--- src/design/arr_lcm_pkg.sv ---
package arr_lcm_pkg;

    localparam int VALUE_WIDTH = 8;
    localparam int FULL_WIDTH  = 64;
    localparam int MUL_STEPS   = VALUE_WIDTH;

    // commands from the controller to the datapath
    typedef struct packed {
        logic accept;
        logic mod_step;
        logic gcd_step;
        logic div_step;
        logic mul_step;
        logic emit;
    } cmd_t;

    // status from the datapath to the controller
    typedef struct packed {
        logic need_combine;
        logic cnt_zero;
        logic gcd_done;
        logic item_last;
    } status_t;

endpackage

--- src/design/arr_lcm_ctrl.sv ---
module arr_lcm_ctrl
(
    input  logic                  clk,
    input  logic                  rst_n,
    input  logic                  in_valid,
    input  logic                  in_last,
    output logic                  in_ready,
    input  logic                  out_ready,
    output logic                  out_valid,
    input  arr_lcm_pkg::status_t  status,
    output arr_lcm_pkg::cmd_t     cmd
);

    typedef enum logic [2:0] {
        S_IDLE,
        S_MOD,
        S_GCD,
        S_DIV,
        S_MUL,
        S_EMIT
    } state_t;

    state_t state_reg;
    state_t state_next;
    logic   out_valid_reg;
    logic   out_valid_next;
    logic   emit_ok;

    assign emit_ok   = !out_valid_reg || out_ready;
    assign in_ready  = (state_reg == S_IDLE);
    assign out_valid = out_valid_reg;

    always_comb
    begin
        cmd        = '0;
        state_next = state_reg;
        unique case (state_reg)
            S_IDLE:
            begin
                if (in_valid)
                begin
                    cmd.accept = 1'b1;
                    if (status.need_combine)
                    begin
                        state_next = S_MOD;
                    end
                    else if (in_last)
                    begin
                        state_next = S_EMIT;
                    end
                end
            end
            S_MOD:
            begin
                cmd.mod_step = 1'b1;
                if (status.cnt_zero)
                begin
                    state_next = S_GCD;
                end
            end
            S_GCD:
            begin
                if (status.gcd_done)
                begin
                    state_next = S_DIV;
                end
                else
                begin
                    cmd.gcd_step = 1'b1;
                end
            end
            S_DIV:
            begin
                cmd.div_step = 1'b1;
                if (status.cnt_zero)
                begin
                    state_next = S_MUL;
                end
            end
            S_MUL:
            begin
                cmd.mul_step = 1'b1;
                if (status.cnt_zero)
                begin
                    state_next = status.item_last ? S_EMIT : S_IDLE;
                end
            end
            S_EMIT:
            begin
                // hold until the output register is free
                if (emit_ok)
                begin
                    cmd.emit   = 1'b1;
                    state_next = S_IDLE;
                end
            end
            default:
            begin
                state_next = S_IDLE;
            end
        endcase
    end

    always_comb
    begin
        out_valid_next = out_valid_reg;
        if (cmd.emit)
        begin
            out_valid_next = 1'b1;
        end
        else if (out_ready)
        begin
            out_valid_next = 1'b0;
        end
    end

    always_ff @(posedge clk or negedge rst_n)
    begin
        if (!rst_n)
        begin
            state_reg     <= S_IDLE;
            out_valid_reg <= 1'b0;
        end
        else
        begin
            state_reg     <= state_next;
            out_valid_reg <= out_valid_next;
        end
    end

endmodule

--- src/design/arr_lcm_dp.sv ---
module arr_lcm_dp
#(
    parameter int LCM_WIDTH = 64
)
(
    input  logic                  clk,
    input  logic                  rst_n,
    input  logic [7:0]            value,
    input  logic                  last,
    input  arr_lcm_pkg::cmd_t     cmd,
    output arr_lcm_pkg::status_t  status,
    output logic [7:0]            lcm_low,
    output logic [63:0]           lcm_full,
    output logic                  overflowed,
    output logic                  had_zero
);

    localparam int CW = $clog2(LCM_WIDTH);
    localparam int AW = LCM_WIDTH + arr_lcm_pkg::VALUE_WIDTH;

    logic [LCM_WIDTH-1:0] running_reg, running_next;
    logic                 first_reg, first_next;
    logic                 ovf_reg, ovf_next;
    logic                 zero_reg, zero_next;
    logic [7:0]           val_reg, val_next;
    logic                 last_reg, last_next;
    logic [LCM_WIDTH-1:0] work_reg, work_next;
    logic [7:0]           rem_reg, rem_next;
    logic [CW-1:0]        cnt_reg, cnt_next;
    logic [7:0]           gx_reg, gx_next;
    logic [7:0]           gy_reg, gy_next;
    logic [AW-1:0]        acc_reg, acc_next;
    logic [63:0]          out_full_reg, out_full_next;
    logic                 out_ovf_reg, out_ovf_next;
    logic                 out_zero_reg, out_zero_next;

    logic [8:0]           rem_shift;
    logic [8:0]           divisor;
    logic                 rem_ge;
    logic [8:0]           rem_diff;
    logic [AW-1:0]        acc_step;
    logic                 prod_ovf;

    assign status.need_combine = (value != 8'd0) && !first_reg && !zero_reg && !ovf_reg;
    assign status.cnt_zero     = (cnt_reg == '0);
    assign status.gcd_done     = (gy_reg == 8'd0);
    assign status.item_last    = last_reg;

    assign lcm_full   = out_full_reg;
    assign lcm_low    = out_full_reg[7:0];
    assign overflowed = out_ovf_reg;
    assign had_zero   = out_zero_reg;

    // one restoring division bit, shared by the remainder and quotient passes
    assign divisor   = {1'b0, (cmd.div_step ? gx_reg : val_reg)};
    assign rem_shift = {rem_reg, work_reg[LCM_WIDTH-1]};
    assign rem_ge    = (rem_shift >= divisor);
    assign rem_diff  = rem_ge ? (rem_shift - divisor) : rem_shift;

    // shift-add multiply of the quotient by the element, msb of the element first
    assign acc_step = {acc_reg[AW-2:0], 1'b0}
                    + (val_reg[cnt_reg[2:0]] ? AW'(work_reg) : '0);
    assign prod_ovf = |acc_step[AW-1:LCM_WIDTH];

    always_comb
    begin
        running_next  = running_reg;
        first_next    = first_reg;
        ovf_next      = ovf_reg;
        zero_next     = zero_reg;
        val_next      = val_reg;
        last_next     = last_reg;
        work_next     = work_reg;
        rem_next      = rem_reg;
        cnt_next      = cnt_reg;
        gx_next       = gx_reg;
        gy_next       = gy_reg;
        acc_next      = acc_reg;
        out_full_next = out_full_reg;
        out_ovf_next  = out_ovf_reg;
        out_zero_next = out_zero_reg;

        if (cmd.accept)
        begin
            val_next   = value;
            last_next  = last;
            first_next = 1'b0;
            if (value == 8'd0)
            begin
                zero_next    = 1'b1;
                running_next = '0;
            end
            else if (first_reg)
            begin
                running_next = LCM_WIDTH'(value);
            end
            work_next = running_reg;
            rem_next  = '0;
            cnt_next  = CW'(LCM_WIDTH - 1);
        end

        if (cmd.mod_step)
        begin
            work_next = {work_reg[LCM_WIDTH-2:0], 1'b0};
            rem_next  = rem_diff[7:0];
            cnt_next  = cnt_reg - 1'b1;
            if (cnt_reg == '0)
            begin
                // remainder done: seed gcd, reload running value for the quotient
                gx_next   = val_reg;
                gy_next   = rem_diff[7:0];
                work_next = running_reg;
                rem_next  = '0;
                cnt_next  = CW'(LCM_WIDTH - 1);
            end
        end

        if (cmd.gcd_step)
        begin
            if (gx_reg >= gy_reg)
            begin
                gx_next = gx_reg - gy_reg;
            end
            else
            begin
                gx_next = gy_reg;
                gy_next = gx_reg;
            end
        end

        if (cmd.div_step)
        begin
            work_next = {work_reg[LCM_WIDTH-2:0], rem_ge};
            rem_next  = rem_diff[7:0];
            cnt_next  = cnt_reg - 1'b1;
            if (cnt_reg == '0)
            begin
                acc_next = '0;
                cnt_next = CW'(arr_lcm_pkg::MUL_STEPS - 1);
            end
        end

        if (cmd.mul_step)
        begin
            acc_next = acc_step;
            cnt_next = cnt_reg - 1'b1;
            if (cnt_reg == '0)
            begin
                if (prod_ovf)
                begin
                    ovf_next     = 1'b1;
                    running_next = '1;
                end
                else
                begin
                    running_next = acc_step[LCM_WIDTH-1:0];
                end
            end
        end

        if (cmd.emit)
        begin
            out_full_next = zero_reg ? 64'd0 : 64'(running_reg);
            out_ovf_next  = ovf_reg;
            out_zero_next = zero_reg;
            // drop array state so the next element opens a new array
            running_next  = '0;
            first_next    = 1'b1;
            ovf_next      = 1'b0;
            zero_next     = 1'b0;
        end
    end

    always_ff @(posedge clk or negedge rst_n)
    begin
        if (!rst_n)
        begin
            running_reg <= '0;
            first_reg   <= 1'b1;
            ovf_reg     <= 1'b0;
            zero_reg    <= 1'b0;
            last_reg    <= 1'b0;
            cnt_reg     <= '0;
            gy_reg      <= '0;
        end
        else
        begin
            running_reg <= running_next;
            first_reg   <= first_next;
            ovf_reg     <= ovf_next;
            zero_reg    <= zero_next;
            last_reg    <= last_next;
            cnt_reg     <= cnt_next;
            gy_reg      <= gy_next;
        end
    end

    always_ff @(posedge clk)
    begin
        val_reg      <= val_next;
        work_reg     <= work_next;
        rem_reg      <= rem_next;
        gx_reg       <= gx_next;
        acc_reg      <= acc_next;
        out_full_reg <= out_full_next;
        out_ovf_reg  <= out_ovf_next;
        out_zero_reg <= out_zero_next;
    end

endmodule

--- src/design/array_lcm_accumulator_unit.sv ---
// Running least common multiple over arrays of unsigned 8-bit elements, one
// element per request, the last one flagged; one result per array with the
// lcm (saturated at 2^LCM_WIDTH-1 with a sticky overflow flag, or 0 with a
// zero flag when any element is 0). An element that starts an array, is
// zero, or follows a zero or an overflow is taken without a divide or gcd.
// Any other element is folded into the running value by a shared
// one-bit-per-cycle divider and a subtractive gcd: the element is taken, the
// running value is reduced mod the element, the gcd of the element and that
// remainder runs until it is seen to finish, the running value is divided by
// the gcd, and the quotient is multiplied by the element in shift-add steps.
// The last element then loads the output register once it is free; the next
// element is taken while a result still waits.
module array_lcm_accumulator_unit
#(
    parameter int LCM_WIDTH = 64
)
(
    input  logic        clk,
    input  logic        rst_n,
    input  logic        in_valid,
    output logic        in_ready,
    input  logic [7:0]  value,
    input  logic        last,
    output logic        out_valid,
    input  logic        out_ready,
    output logic [7:0]  lcm_low,
    output logic [63:0] lcm_full,
    output logic        overflowed,
    output logic        had_zero
);

    arr_lcm_pkg::cmd_t    cmd;
    arr_lcm_pkg::status_t status;

    arr_lcm_ctrl u_ctrl
    (
        .clk       (clk),
        .rst_n     (rst_n),
        .in_valid  (in_valid),
        .in_last   (last),
        .in_ready  (in_ready),
        .out_ready (out_ready),
        .out_valid (out_valid),
        .status    (status),
        .cmd       (cmd)
    );

    arr_lcm_dp
    #(
        .LCM_WIDTH (LCM_WIDTH)
    )
    u_dp
    (
        .clk        (clk),
        .rst_n      (rst_n),
        .value      (value),
        .last       (last),
        .cmd        (cmd),
        .status     (status),
        .lcm_low    (lcm_low),
        .lcm_full   (lcm_full),
        .overflowed (overflowed),
        .had_zero   (had_zero)
    );

endmodule
--- config.mk ---
export PLATFORM = sky130hd
export DESIGN_NAME = array_lcm_accumulator_unit
export DESIGN_NICKNAME = d
export VERILOG_FILES = /design/src/design/arr_lcm_pkg.sv /design/src/design/arr_lcm_ctrl.sv /design/src/design/arr_lcm_dp.sv /design/src/design/array_lcm_accumulator_unit.sv
export SDC_FILE = /design/constraint.sdc
export NUM_CORES = 1
export LEC_CHECK = 0
export BUFFER_PORTS_ARGS = -buffer_cell sky130_fd_sc_hd__buf_2
export CORE_UTILIZATION = 40
export CTS_CLUSTER_SIZE = 8
export DETAILED_ROUTE_END_ITERATION = 7
export RECOVER_POWER = 25
export SYNTH_ARGS = -nofsm -noshare
export SYNTH_HDL_FRONTEND = slang
export SYNTH_SLANG_ARGS = --single-unit
--- constraint.sdc ---
create_clock -name clk -period 8 [get_ports clk]
set_clock_uncertainty 0.2 [all_clocks]
set_input_delay 1.2 -clock clk [delete_from_list [all_inputs] [get_ports clk]]
set_output_delay 1.2 -clock clk [all_outputs]
set_load 0.05 [all_outputs]
**Yosys cells after proc, flatten, opt, wreduce, memory -nomap -nowiden**

Index checks and enable logic that the tools add are counted.

- Logic and storage cells: 134
- Output and inout bits: 76
- Register bits after elaboration: 311
- Input port bits: 13

- Equal/unequal tests: 12
- Multiplexer cells: 67
- Order comparisons: 3
- Reduce and logical (&&, ||, !) cells: 31
- Add/subtract/negate cells: 4

Operators with widths:

| cell | number |
|---|---|
| 64-bit two-way mux | 12 |
| 71-bit two-way mux | 3 |
| 8-bit two-way mux | 14 |
| 72-bit by 64-bit adder with 72-bit output | 1 |
| 6-bit two-way mux | 6 |
| 3-bit two-way mux | 9 |
| 1-bit two-way mux | 21 |
| 2-bit nonzero test | 10 |
| 3-bit case mux with 6 select lines | 1 |
| 8-bit zero test | 2 |
| 8-bit subtractor | 2 |
| 2-bit != test, second input constant | 5 |
| 9-bit by 8-bit >= comparator with 1-bit output | 1 |
| 8-bit >= comparator | 1 |
| 8-bit nonzero test | 1 |
| 8-bit OR reduction | 1 |
| 7-bit AND reduction | 1 |
| 3-bit by 2-bit == test with 1-bit output, second input constant | 2 |
| 3-bit == test, second input constant | 2 |
| 6-bit zero test | 1 |
| 2-bit AND reduction | 3 |
| 6-bit by 1-bit subtractor with 6-bit output, second input constant | 1 |
| 1-bit zero test | 4 |
| 3-bit by 4-bit less-than comparator with 1-bit output, second input constant | 1 |
| other kinds (10) | 12 |

**Logic depth before layout (Yosys ltp)**

- Depth in word-level cells: 9
- Gate-level depth with buffers: 18

**Cells and area by module**

From an unflattened synthesis, not the netlist that was laid out.

- Cell total of the unflattened synthesis: 1,697
- Area total of the unflattened synthesis: 18,240.0 um^2

Modules (own cells, without submodules):

| module | area each (um^2) | times used | cells an instance |
|---|---|---|---|
| arr_lcm_dp | 17,910.9 | 1 | 1,656 |
| arr_lcm_ctrl | 329.1 | 1 | 41 |

**Worst setup path after synthesis**

No wires, ideal clock.

- Path type: reg-to-reg
- Start point: register u_dp.cnt_reg[0]
- End point: register u_dp.acc_reg[0] (enable)
- Clock period less this slack: 7.016 ns
- Slack: 0.984 ns
- Cell stages (with the launch flop): 7
- Setup time: 0.598 ns
- Data arrival time: 6.218 ns
- Buffers on the path: 1
- Cells stage by stage: dfrtp_1 inv_1 ha_1 nand2_1 or3_1 clkbuf_1 o21ai_0

- Longest elaborated chain between the ends: 3

RTL lines:

| item | line | RTL |
|---|---|---|
| start: declaration | arr_lcm_dp.sv:29 | `logic [CW-1:0] cnt_reg, cnt_next;` |
| start signal: assignment | arr_lcm_dp.sv:193 | `cnt_reg <= cnt_next;` |
| 6-bit zero test | arr_lcm_dp.sv:136 | `if (cnt_reg == '0)` |
| 2-bit nonzero test (no line) | n/a |  |
| 2-bit AND reduction (no line) | n/a |  |
| end signal: assignment | arr_lcm_dp.sv:204 | `acc_reg <= acc_next;` |
| end: declaration | arr_lcm_dp.sv:32 | `logic [AW-1:0] acc_reg, acc_next;` |

No other way between the ends.
A chain may end at the register's enable or synchronous reset.

**Worst setup path after layout**

- Start point: register u_dp.cnt_reg[0]
- End point: register u_dp.running_reg[46]

- Longest elaborated chain between the ends: 9
- Elaborated cells between the ends (all ways): 10

RTL lines:

| item | line | RTL |
|---|---|---|
| 1-bit binary-select mux with 3-bit select | arr_lcm_dp.sv:62 | `+ (val_reg[cnt_reg[2:0]] ? AW'(work_reg) : '0);` |
| 1-bit two-way mux (implied by the code) | arr_lcm_dp.sv:62 |  |
| 64-bit two-way mux | arr_lcm_dp.sv:62 |  |
| 72-bit by 64-bit adder with 72-bit output | arr_lcm_dp.sv:62 |  |
| 8-bit OR reduction | arr_lcm_dp.sv:63 | `assign prod_ovf = \|acc_step[AW-1:LCM_WIDTH];` |
| 64-bit two-way mux | arr_lcm_dp.sv:149 | `if (prod_ovf)` |
| 64-bit two-way mux (*) | arr_lcm_dp.sv:147 | `if (cnt_reg == '0)` |
| 64-bit two-way mux (*) | arr_lcm_dp.sv:143 | `if (cmd.mul_step)` |
| 64-bit two-way mux (*) | arr_lcm_dp.sv:161 | `if (cmd.emit)` |
| net u_dp.running_next[46] | arr_lcm_dp.sv:21 | `logic [LCM_WIDTH-1:0] running_reg, running_next;` |
| end signal: assignment | arr_lcm_dp.sv:188 | `running_reg <= running_next;` |
| end: declaration | arr_lcm_dp.sv:21 |  |

The timed path passes the listed nets; every way through them passes the cells marked *. The select of a mux whose other input is x is not followed.

==> flow_summary_export.csv <==
group,metric,value,unit
cts,root_buffer,"clkbuf_16",
drt,via_count,13870,
cts,max-clock-path-buffers,3,
job,cap_violations,4,
yosys,synthFlopType,"edfxtp_1",
cells_and_area,nets,1964,
yosys,ys_ff_latch,311,
cells_and_area,largest_register_ff_count,71,
cells_and_area,diodes,0,
pwr,leakage,7.840,nW
cts,numClockSinks,311,
pwr,p_per_area,382.0,nW/um^2
yosys,yosys-top-cells-count,"nand2_1, edfxtp_1, a21oi_1",
timing,finalSetupViolCount,0,
cts,htree_levels,2,
timing,fin_crit_sh,83.33,%
yosys,synth_edf_count,225,
hold_path,hold_path_class,"flop to flop",
cts,cts_setup_buffers,0,
drt,drtIter0Drc,883,
setup_path,crit_chain,"mux4_2, mux2i_4, buf_4, nor2b_1, ha_1, a21oi_1, o21bai_1, a311oi_1, o211ai_1, and2_1, o32ai_1, nor3b_1, or3_4, nor4_4, buf_4, a311oi_1",
yosys,seq_area_frac_synth,49.62,%
cts,insertion_delay,0.57,ns
cts,cts_resized,0,
yosys,yosys_warnings,0,
timing,min_period,6.666,ns
setup_path,crit_fanout,64,
yosys,netlist.area_leader.share,37.63,%
drt,wirelength,44780,um
cts,path_clk_slew,0.05,ns
timing,finalSetupTns,0,ns
die,io_pins,89,
setup_path,timing.rr.start,"u_dp.cnt_reg[0]",
setup_path,cp_num_cells,16,
die,std_cell_rows,77,
yosys,synth_nets,1935,
cts,ctsHoldBuffers,0,
timing,relSlewSlack,-120.6,%
yosys,syn_area_per_cell,9.765,um^2
placed_design,globalplace.congestion,0.9066,
timing,slew_violations,234,
pwr,max-vdd-ir-drop,0.2504,mV
setup_path,critPathKind,"flop to flop",
cts,cts_tree,"done",
die,core_area,44220,um^2
yosys,syn-instance-count,1839,
die,die_y,213.9,um
placed_design,port_buffers,88,
yosys,synth_area_leaders,"edfxtp_1, dfrtp_1, nand2_1, ha_1, a21oi_1",
setup_path,cp-start-kind,"flop",
grt,grt_pass1_vias,13428,
cells_and_area,synthToLayoutAreaGrowth,11.95,%
yosys,synth_cell_types,69,
setup_path,critPathCaptureType,"flop",
setup_path,critPathMaxStageDelay,0.79,ns
setup_path,cp_num_buf_inv,2,
setup_path,reg2reg_to,"u_dp.running_reg[46]",
grt,grt_max_degree,77,
yosys,yosysTopAreaCell,"edfxtp_1",
timing,tightest_slew,3.310,ns
grt,grt_pass1_wl,73260,um
die,die_w,213.9,um
timing,hold_viol,0,
cts,cts_made_buffers,45,
setup_path,worstPathArrival,6.72,ns
setup_path,r2r_slack,1.33,ns
grt,antenna_found_initial,0,
setup_path,crit_slowest_cell,"mux2i_4",
placed_design,hpwl,30960,um
cells_and_area,drive_gt1_share,9.191,%
timing,rsz0062_at_grt,"false",
grt,overflow,0,
drt,ant_nets,0,
grt,grt_usage,20.04,%
drt,drc_errors,0,
yosys,syn_area,17960,um^2
drt,dr.pass1.iters,5,
die,die_area,45740,um^2
setup_path,crit_required,8.05,ns
drt,wl_per_cell,17.94,um
setup_path,ff2ff_path_depth,16,
setup_path,crit_end,"u_dp.running_reg[46]",
drt,vias_per_cell,5.557,
placed_design,place_area,18780,um^2
yosys,synth.most_common_cell,"nand2_1",
timing,max_freq,150.0,MHz
setup_path,critical_path.startpoint,"u_dp.cnt_reg[0]",
outcome,status,"finished with violations",
outcome,violations,"max-capacitance violations, max-slew violations",
setup_path,crit_family,"compound AO/OA/AOI/OAI gates",
yosys,synth-async-reset-ratio,27.65,%
die,start_util,40.61,%
cells_and_area,fin_area,20100,um^2
-- routing by layer --
layer / vias to the layer above / global-route usage [%] / wire length [um]
met5: - / 0 / 0
met4: 0 / 5.197 / 834
met3: 68 / 3.061 / 2165
met2: 341 / 31.81 / 20280
met1: 6740 / 28.52 / 21500
li1: 6721 / - / -
-- placed cells by master, fill, tap and decap left out, types with 9 or more instances in the layout --
master | synthesis | routed
nor3_1 | 21 | 21
a221oi_1 | 14 | 14
inv_1 | 45 | 45
nor2b_1 | 134 | 134
buf_2 | 19 | 79
and2_1 | 11 | 11
a211oi_1 | 18 | 18
edfxtp_1 | 225 | 225
nor2_1 | 158 | 156
a31oi_1 | 15 | 15
a21oi_1 | 169 | 169
mux2i_1 | 10 | 9
a21boi_0 | 9 | 9
buf_4 | 8 | 13
xor2_1 | 36 | 36
a21o_1 | 23 | 23
o21a_1 | 11 | 11
o211ai_1 | 11 | 11
clkbuf_16 | 0 | 47
clkbuf_1 | 83 | 42
xnor2_1 | 38 | 38
nand2_1 | 293 | 292
nand2b_1 | 11 | 10
o21bai_1 | 15 | 15
ha_1 | 80 | 80
nand4_1 | 27 | 27
and3_1 | 11 | 11
nand3_1 | 33 | 33
o21ai_0 | 64 | 62
dfrtp_1 | 85 | 84
a311oi_1 | 63 | 63
-- power breakdown --
part           switching, mW  internal [mW]  total [mW]  leakage [nW]
sequential             0.182           2.28        2.47          3.09
clock                  0.702           1.11        1.82         0.646
combinational           2.30           1.10        3.40          4.10
-- through the flow --
step / power (mW) / hold slack [ns] / util, % / instances / worst slack, ns
after global placement: 5.833 / 0.2640 / 42.47 / 2413 / 1.622
final: 7.679 / 0.2886 / 45.46 / 2496 / 1.334
after detailed placement: 5.871 / 0.2818 / 42.47 / 2413 / 1.552
after CTS: 7.737 / 0.2949 / 45.52 / 2496 / 1.507
after floorplan: 5.002 / 0.2455 / - / 1839 / 0.9842
after global routing: 8.205 / 0.3005 / 45.46 / 2496 / 0.8348
-- worst min-delay path: stages, from the launching register on --
cell,delay (ns)
dfrtp_1,0.35
nand2_1,0.05
nand2_1,0.06
-- area by class of cell --
type / instances / area (um^2)
inverter: 45 / 168.9
clock buffer: 81 / 1334
timing repair buffer: 103 / 534.3
fill: 4240 / 24120
clock inverter: 2 / 13.76
multi-input combinational: 1362 / 8401
tap: 592 / 740.7
sequential: 311 / 8911
-- kinds of logic (layout without fill, tap and decap cells) --
family | after synthesis | after routing | share of synthesized area [%]
AND/OR/NAND/NOR | 736 | 736 | 19.34
AO/OA/AOI/OAI | 451 | 451 | 16.30
flip-flops | 311 | 311 | 49.62
buffers and inverters | 166 | 231 | 4.034
adder cells (fa/ha/maj) | 83 | 83 | 5.909
XOR/XNOR | 74 | 74 | 3.609
multiplexers | 18 | 18 | 1.184
-- how the worst min path moves through the flow --
stage,slack [ns],start,cells past startpoint,endpoint
floorplan,0.25,u_dp.last_reg,2,u_dp.last_reg
global placement,0.26,u_dp.last_reg,2,u_dp.last_reg
detailed placement,0.28,u_dp.last_reg,2,u_dp.last_reg
CTS,0.29,u_dp.last_reg,2,u_dp.last_reg
global route,0.30,u_dp.last_reg,2,u_dp.last_reg
finish,0.29,u_dp.last_reg,2,u_dp.last_reg
No activity file was read; power rests on OpenSTA's default activity.
